<file path="src/rtl/core/spmc_pkg.sv">
// Package for the two-key shortest path unit: widths, codes, command and
// status structs shared by controller and datapath. No dependencies.
package spmc_pkg;

    localparam int MAX_NODES = 32;
    localparam int NODE_W    = $clog2(MAX_NODES);
    localparam int CNT_W     = NODE_W + 1;
    localparam int WEIGHT_W  = 16;
    localparam int SUM_W     = 21;
    localparam int MEM_AW    = 2 * NODE_W;
    localparam int EDGE_W    = 1 + 2 * WEIGHT_W;
    localparam int CFG_IDX_W = 2;
    localparam int CFG_DAT_W = 6;

    localparam logic [SUM_W-1:0] SUM_MAX = {SUM_W{1'b1}};

    // Item function codes
    typedef enum logic [1:0] {
        FN_ADD   = 2'd0,
        FN_RUN   = 2'd1,
        FN_CLEAR = 2'd2,
        FN_NONE  = 2'd3
    } func_t;

    // Configuration register indexes
    typedef enum logic [CFG_IDX_W-1:0] {
        CFG_NODE_COUNT = 2'd0,
        CFG_SOURCE     = 2'd1,
        CFG_DEST       = 2'd2,
        CFG_UNUSED     = 2'd3
    } cfg_idx_t;

    // Commands from controller to datapath
    typedef struct packed {
        logic clr_step;
        logic edge_wr;
        logic run_init;
        logic cnt_clr;
        logic sel_issue;
        logic sel_end;
        logic rel_issue;
        logic fin_issue;
        logic walk_wr;
        logic walk_rd;
        logic walk_load;
        logic emit_rd;
        logic emit_put;
        logic nf_put;
    } spmc_cmd_t;

    // Status from datapath to controller
    typedef struct packed {
        logic clr_done;
        logic n_zero;
        logic j_last;
        logic have;
        logic found;
        logic walk_stop;
        logic k_zero;
        logic out_free;
    } spmc_stat_t;

    // Add with saturation at the field maximum
    function automatic logic [SUM_W-1:0] sat_add(logic [SUM_W-1:0] a,
                                                 logic [WEIGHT_W-1:0] b);
        logic [SUM_W:0] s;
        s = {1'b0, a} + {{(SUM_W + 1 - WEIGHT_W){1'b0}}, b};
        return s[SUM_W] ? SUM_MAX : s[SUM_W-1:0];
    endfunction

endpackage

</file>
<file path="src/rtl/core/spmc_ctrl.sv">
// Sequencer of the shortest path unit: clear sweep, edge loads, search
// phases, path walk and emission. Depends on spmc_pkg.
module spmc_ctrl
    import spmc_pkg::*;
(
    input  logic       clk,
    input  logic       rst_n,
    input  logic       req_valid,
    input  logic [1:0] req_func,
    output logic       req_ready,
    input  spmc_stat_t stat,
    output spmc_cmd_t  cmd
);

    typedef enum logic [13:0] {
        ST_CLEAR   = 14'b00000000000001,
        ST_IDLE    = 14'b00000000000010,
        ST_INIT    = 14'b00000000000100,
        ST_SEL     = 14'b00000000001000,
        ST_SELW    = 14'b00000000010000,
        ST_SELEND  = 14'b00000000100000,
        ST_REL     = 14'b00000001000000,
        ST_RELW    = 14'b00000010000000,
        ST_FIN     = 14'b00000100000000,
        ST_NF      = 14'b00001000000000,
        ST_WALKW   = 14'b00010000000000,
        ST_WALKR   = 14'b00100000000000,
        ST_EMITRD  = 14'b01000000000000,
        ST_EMITPUT = 14'b10000000000000
    } state_t;

    state_t state_reg, state_next;
    logic   accept;
    func_t  fn;

    assign req_ready = (state_reg == ST_IDLE);
    assign accept    = req_valid && req_ready;
    assign fn        = func_t'(req_func);

    // Next state and command decode
    always_comb
    begin
        state_next = state_reg;
        cmd        = '0;
        unique case (state_reg)
            ST_CLEAR:
            begin
                cmd.clr_step = 1'b1;
                if (stat.clr_done)
                begin
                    state_next = ST_IDLE;
                end
            end
            ST_IDLE:
            begin
                if (accept)
                begin
                    unique case (fn)
                        FN_ADD:   cmd.edge_wr = 1'b1;
                        FN_RUN:   state_next = ST_INIT;
                        FN_CLEAR: state_next = ST_CLEAR;
                        default:  state_next = ST_IDLE;
                    endcase
                end
            end
            ST_INIT:
            begin
                cmd.run_init = 1'b1;
                cmd.cnt_clr  = 1'b1;
                state_next   = stat.n_zero ? ST_FIN : ST_SEL;
            end
            ST_SEL:
            begin
                cmd.sel_issue = 1'b1;
                if (stat.j_last)
                begin
                    state_next = ST_SELW;
                end
            end
            ST_SELW:
            begin
                state_next = ST_SELEND;
            end
            ST_SELEND:
            begin
                if (stat.have)
                begin
                    cmd.sel_end = 1'b1;
                    cmd.cnt_clr = 1'b1;
                    state_next  = ST_REL;
                end
                else
                begin
                    state_next = ST_FIN;
                end
            end
            ST_REL:
            begin
                cmd.rel_issue = 1'b1;
                if (stat.j_last)
                begin
                    state_next = ST_RELW;
                end
            end
            ST_RELW:
            begin
                cmd.cnt_clr = 1'b1;
                state_next  = ST_SEL;
            end
            ST_FIN:
            begin
                cmd.fin_issue = 1'b1;
                state_next    = stat.found ? ST_WALKW : ST_NF;
            end
            ST_NF:
            begin
                if (stat.out_free)
                begin
                    cmd.nf_put = 1'b1;
                    state_next = ST_IDLE;
                end
            end
            ST_WALKW:
            begin
                cmd.walk_wr = 1'b1;
                if (stat.walk_stop)
                begin
                    state_next = ST_EMITRD;
                end
                else
                begin
                    cmd.walk_rd = 1'b1;
                    state_next  = ST_WALKR;
                end
            end
            ST_WALKR:
            begin
                cmd.walk_load = 1'b1;
                state_next    = ST_WALKW;
            end
            ST_EMITRD:
            begin
                cmd.emit_rd = 1'b1;
                state_next  = ST_EMITPUT;
            end
            ST_EMITPUT:
            begin
                if (stat.out_free)
                begin
                    cmd.emit_put = 1'b1;
                    state_next   = stat.k_zero ? ST_IDLE : ST_EMITRD;
                end
            end
            default:
            begin
                state_next = ST_IDLE;
            end
        endcase
    end

    // State register
    always_ff @(posedge clk or negedge rst_n)
    begin
        if (!rst_n)
        begin
            state_reg <= ST_CLEAR;
        end
        else
        begin
            state_reg <= state_next;
        end
    end

endmodule

</file>
<file path="config.mk">
export PLATFORM = sky130hd
export DESIGN_NAME = spmc_ctrl
export DESIGN_NICKNAME = d
export VERILOG_FILES = /design/src/rtl/core/spmc_pkg.sv /design/src/rtl/core/spmc_ctrl.sv
export SDC_FILE = /design/constraint.sdc
export NUM_CORES = 1
export LEC_CHECK = 0
export ABC_CLOCK_PERIOD_IN_PS = 2580
export BUFFER_PORTS_ARGS = -buffer_cell sky130_fd_sc_hd__buf_2
export CAP_MARGIN = 15
export CORE_MARGIN = 5
export CORE_UTILIZATION = 46
export DETAILED_ROUTE_END_ITERATION = 10
export PLACE_DENSITY_LB_ADDON = 0.25
export SKIP_CTS_REPAIR_TIMING = 1
export SYNTH_ARGS = -nofsm -noshare
export SYNTH_HDL_FRONTEND = slang
export SYNTH_SLANG_ARGS = --single-unit
</file>
<file path="constraint.sdc">
create_clock -name clk -period 2.58 [get_ports clk]
set_input_delay 0.129 -clock clk [delete_from_list [all_inputs] [get_ports clk]]
set_output_delay 0.129 -clock clk [all_outputs]
set_load 0.01 [all_outputs]
</file>
==> After elaboration in Yosys (flattened, before gate mapping) <==
Cells that the tools add are included.
{ "word_totals": {"reg_bits": 14, "in_bits": 13, "output_inout_bits": 15, "elab_cells": 59} }
{ "op_classes": {"n_eq_ne": 23, "mux": 31, "n_reduce_logical": 4} }
{ "ops": {"columns": ["operator", "n"], "rows": [
  ["$pmux W14 S14", 1],
  ["$mux W14", 6],
  ["$pmux W14 S3", 1],
  ["$mux W13", 2],
  ["$mux W9", 2],
  ["$mux W1", 16],
  ["$eq A14 B1 Y1 const B", 1],
  ["$eq A14 B10 Y1 const B", 1],
  ["$eq A14 B11 Y1 const B", 1],
  ["$eq A14 B12 Y1 const B", 1],
  ["$eq A14 B13 Y1 const B", 1],
  ["$eq A14 B14 Y1 const B", 1],
  ["$eq A14 B2 Y1 const B", 1],
  ["$eq A14 B3 Y1 const B", 1],
  ["$eq A14 B4 Y1 const B", 1],
  ["$eq A14 B5 Y1 const B", 1],
  ["$eq A14 B6 Y1 const B", 1],
  ["$eq A14 B7 Y1 const B", 1],
  ["$eq A14 B8 Y1 const B", 1],
  ["$eq A14 B9 Y1 const B", 1],
  ["$ne A2 B2 Y1 const B", 6],
  ["$mux W11", 1],
  ["$reduce_and A7 Y1", 1],
  ["$eq A2 B1 Y1 const B", 1],
  ["other kinds (7)", 7]
]} }

==> Longest topological paths before layout <==
{ "logic_depth": {"word_depth": 4, "ltp_mapped": 7, "ltp_nobuf": 7} }

==> Worst setup path after synthesis <==
No wires, ideal clock.
{ "synth_timing": {"path_type": "register to output", "start": "reg state_reg[9]", "end": "out cmd[12] in the netlist's numbering", "t_arrival_ps": 1789, "t_required_ps": 2451, "slack_ps": 662, "stages_incl_launch_ff": 6, "path_buffers": 1, "cell_sequence": "dfrtp_1 > clkbuf_1 > nor4_2 > nand3_1 > nor3_1 > and3_1"} }
{ "synth_rtl": {"columns": ["item", "line", "rtl"], "rows": [
  ["from (decl)", "spmc_ctrl.sv:32", "state_t state_reg, state_next;"],
  ["from (signal assigned)", "spmc_ctrl.sv:170", "state_reg <= state_next;"],
  ["to (decl)", "spmc_ctrl.sv:12", "output spmc_cmd_t cmd"]
]} }

==> flow_summary.toml <==
[clock_tree]
insertion_delay_ns = 0.29
cts.sinks = 14
cts_buffer_depth = 2
clk_pin_slew_ns = 0.09
cts_buffers = 3
cts_tree = "yes"
root_buffer = "clkbuf_4"
htreeDepth = 1

[sta]
period_needed_ns = 2.40
final_hold_viol_count = 0
max_freq_mhz = 417
rsz0062_at_grt = "false"
slew_headroom_pct = 63.6
skew_ns = 0.00192
tightest_slew_ns = 0.542
tns_ns = 0
period_share_pct = 93.0
setup_viol = 0
final_max_slew_viol_count = 0

[floorplanning]
initial_core_util_pct = 47.5
row_count = 17
die_height_um = 57.6
dieArea_um2 = 3310
io_pins = 28
coreArea_um2 = 2190
die_w_um = 57.6

[placed_design]
gp_congestion = 0.879
dpl.hpwl_um = 1990
dp.cells = 173
dpl_cell_area_um2 = 1180
port_buffers = 27

[setup_path]
cp_cell_sequence = "nor4_2 > nand3_1 > nor4b_2 > nand2_1 > o41ai_1 > buf_2"
critPathMaxFanout = 8
critPathKind = "flop to output pin"
r2r_slack_ns = 0.46
r2r_start = "state_reg[1]"
cp.required_ns = 2.45
rr_worst_depth = 5
crit_path_start_kind = "flop"
setup.worst_path.end_class = "output pin"
cp.arrival_ns = 2.27
slowest_stage = "dfrtp_1"
timing.rr.end = "state_reg[1]"
slowest_delay_ns = 0.48

[global_route]
antenna_found_initial = 0
grt_usage_pct = 15.2
grt_pass1_vias = 950
grt_pass1_wl_um = 3980
grt-ovfl-total = 0
grt_max_degree = 15

[detailed_routing]
final_antenna_net_count = 0
wire_per_inst_um = 14.2
num_vias = 1001
first_pass_iters = 4
drc = 0
first_iter_violations = 29
wl_um = 2530
vias_per_cell = 5.62

[min_path]
worstHoldEndpoint = "state_reg[11]"
min_path_cells = 2
hold_path_class = "input pin to flop"
min-delay-start = "stat[2]"

[logic_synthesis]
postSynthCellCount = 123
ys_ff_latch = 14
ys_warn_count = 0
synth-simple-area-share_pct = 36.7
synth_xor_area_share_pct = 4.21
syn_area_um2 = 1040
synth.avg_cell_area_um2 = 8.46
ys_seq_area_share_pct = 33.8
synth_cell_type_count = 43
synth-compound-area-share_pct = 14.5
yosys.area_share.adder_pct = 3.61
synth_top_family_by_area = "simple AND/OR/NAND/NOR gates"
syn-num-nets = 139
synth_mux_area_share_pct = 0

[power_and_ir_drop]
p_clk_share_pct = 20.1
ir_worst_vdd_mv = 0.364
p_int_w = 0.000471
power_frac_comb_pct = 45.9
power.density_nw_per_um2 = 658
netSwitchingFraction_pct = 42.0
netSwitchingPower_w = 0.000342
p_seq_share_pct = 34.0
p_leak_nw = 0.664

[run]
maxCapViolCount = 0

[layout]
fin_cells = 178
largest_reg_flops = 14
drive_gt1_share_pct = 28.0
syn2layout_area_growth_pct = 18.5
insertedDiodeCount = 0
final_common_cell = "buf_2"
final_cell_mix = "buf_2, nor2_1, dfrtp_1"
postLayoutCellArea_um2 = 1230
nNetsFinal = 167

[status]
status = "completed"
-- through the flow --
stage | total power (W) | hold slack [ns] | utilization [%] | setup slack (ns)
after floorplan | 0.000541 | -0.167 | - | 0.662
after global placement | 0.000638 | 0.0409 | 53.9 | 0.473
after detailed placement | 0.000643 | 0.0500 | 53.9 | 0.345
after CTS | 0.000808 | -0.267 | 55.6 | -0.0000222
after global routing | 0.000863 | 0.0304 | 56.3 | 0.0127
final | 0.000812 | 0.0249 | 56.3 | 0.181
-- cell families after synthesis --
| logic type | count (synthesis) |
|---|---|
| xor+xnor | 5 |
| compound gates | 20 |
| simple gates | 64 |
| flops | 14 |
| fa+ha+maj | 3 |
| buf+inv | 17 |
-- how the worst max path moves through the flow --
stage                  from       to  cells after the start
6_report       state_reg[9]  cmd[10]                      6
5_1_grt        state_reg[9]  cmd[10]                      6
4_1_cts        state_reg[9]  cmd[10]                      6
3_5_place_dp   state_reg[9]  cmd[10]                      6
3_3_place_gp   state_reg[9]  cmd[10]                      6
2_1_floorplan  state_reg[9]  cmd[12]                      5
-- critical path, delay by kind of cell (launching register included) --
family	cells	cell delay, ns
and+or+nand+nor	4	1.24
DFF	1	0.48
buffers and inverters	1	0.18
AOI/OAI and AO/OA	1	0.07
-- per-layer routing --
metal  up-vias  routed length (um)  track usage [%]
met4         0                  25             3.97
met2        19                1270             27.4
met3         3                 107             2.94
met1       483                1120             18.2
met5         -                   0                0
li1        496                   -                -
-- synthesized netlist by cell type --
master | n | share of area (%)
nand2_2 | 1 | 0.60
nor4b_2 | 1 | 1.4
a2bb2oi_1 | 1 | 0.84
nor3_1 | 9 | 4.3
nand4b_1 | 1 | 0.84
nor4_2 | 2 | 2.4
buf_6 | 1 | 1.1
o221a_1 | 1 | 1.1
nand4_1 | 1 | 0.60
nor2_1 | 13 | 4.7
nand2b_1 | 3 | 1.8
clkbuf_1 | 3 | 1.1
buf_4 | 1 | 0.72
dfstp_2 | 1 | 2.5
or2_2 | 2 | 1.2
xnor2_1 | 2 | 1.7
or4_1 | 1 | 0.72
a22o_1 | 3 | 2.5
or3_1 | 1 | 0.60
a21o_1 | 2 | 1.4
o21ai_2 | 1 | 0.84
inv_1 | 12 | 4.3
o22ai_1 | 1 | 0.60
nand2_1 | 10 | 3.6
o22a_1 | 1 | 0.84
xor2_1 | 3 | 2.5
nor4b_1 | 1 | 0.84
nand3_1 | 4 | 1.9
or4_4 | 1 | 1.1
nand4bb_1 | 1 | 1.1
nor4_1 | 4 | 2.4
o21ai_0 | 2 | 0.96
a21oi_1 | 3 | 1.4
nor3b_1 | 2 | 1.4
ha_1 | 3 | 3.6
o2bb2ai_1 | 1 | 0.84
dfrtp_1 | 13 | 31
a32oi_1 | 1 | 0.84
o41ai_1 | 1 | 0.84
nor4_4 | 1 | 2.0
and3_1 | 5 | 3.0
a2111oi_0 | 1 | 0.84
a31oi_1 | 1 | 0.60
-- power groups by stage --
stage	Sequential [W]	Combinational, W	Clock, W
5_1_grt	0.000279	0.000408	0.000175
6_report	0.000276	0.000373	0.000163
4_1_cts	0.000275	0.000367	0.000166
3_5_place_dp	0.000279	0.000364	0
3_3_place_gp	0.000279	0.000359	0
2_1_floorplan	0.000267	0.000274	0
-- layout make-up --
type,instances,area [um2]
clock buffer,4,36.3
fill,200,957
inverter,12,45.0
multi-input combinational,92,621
sequential,14,352
tap,28,35.0
timing repair buffer,28,145
Power figures use the tool's default switching activity.
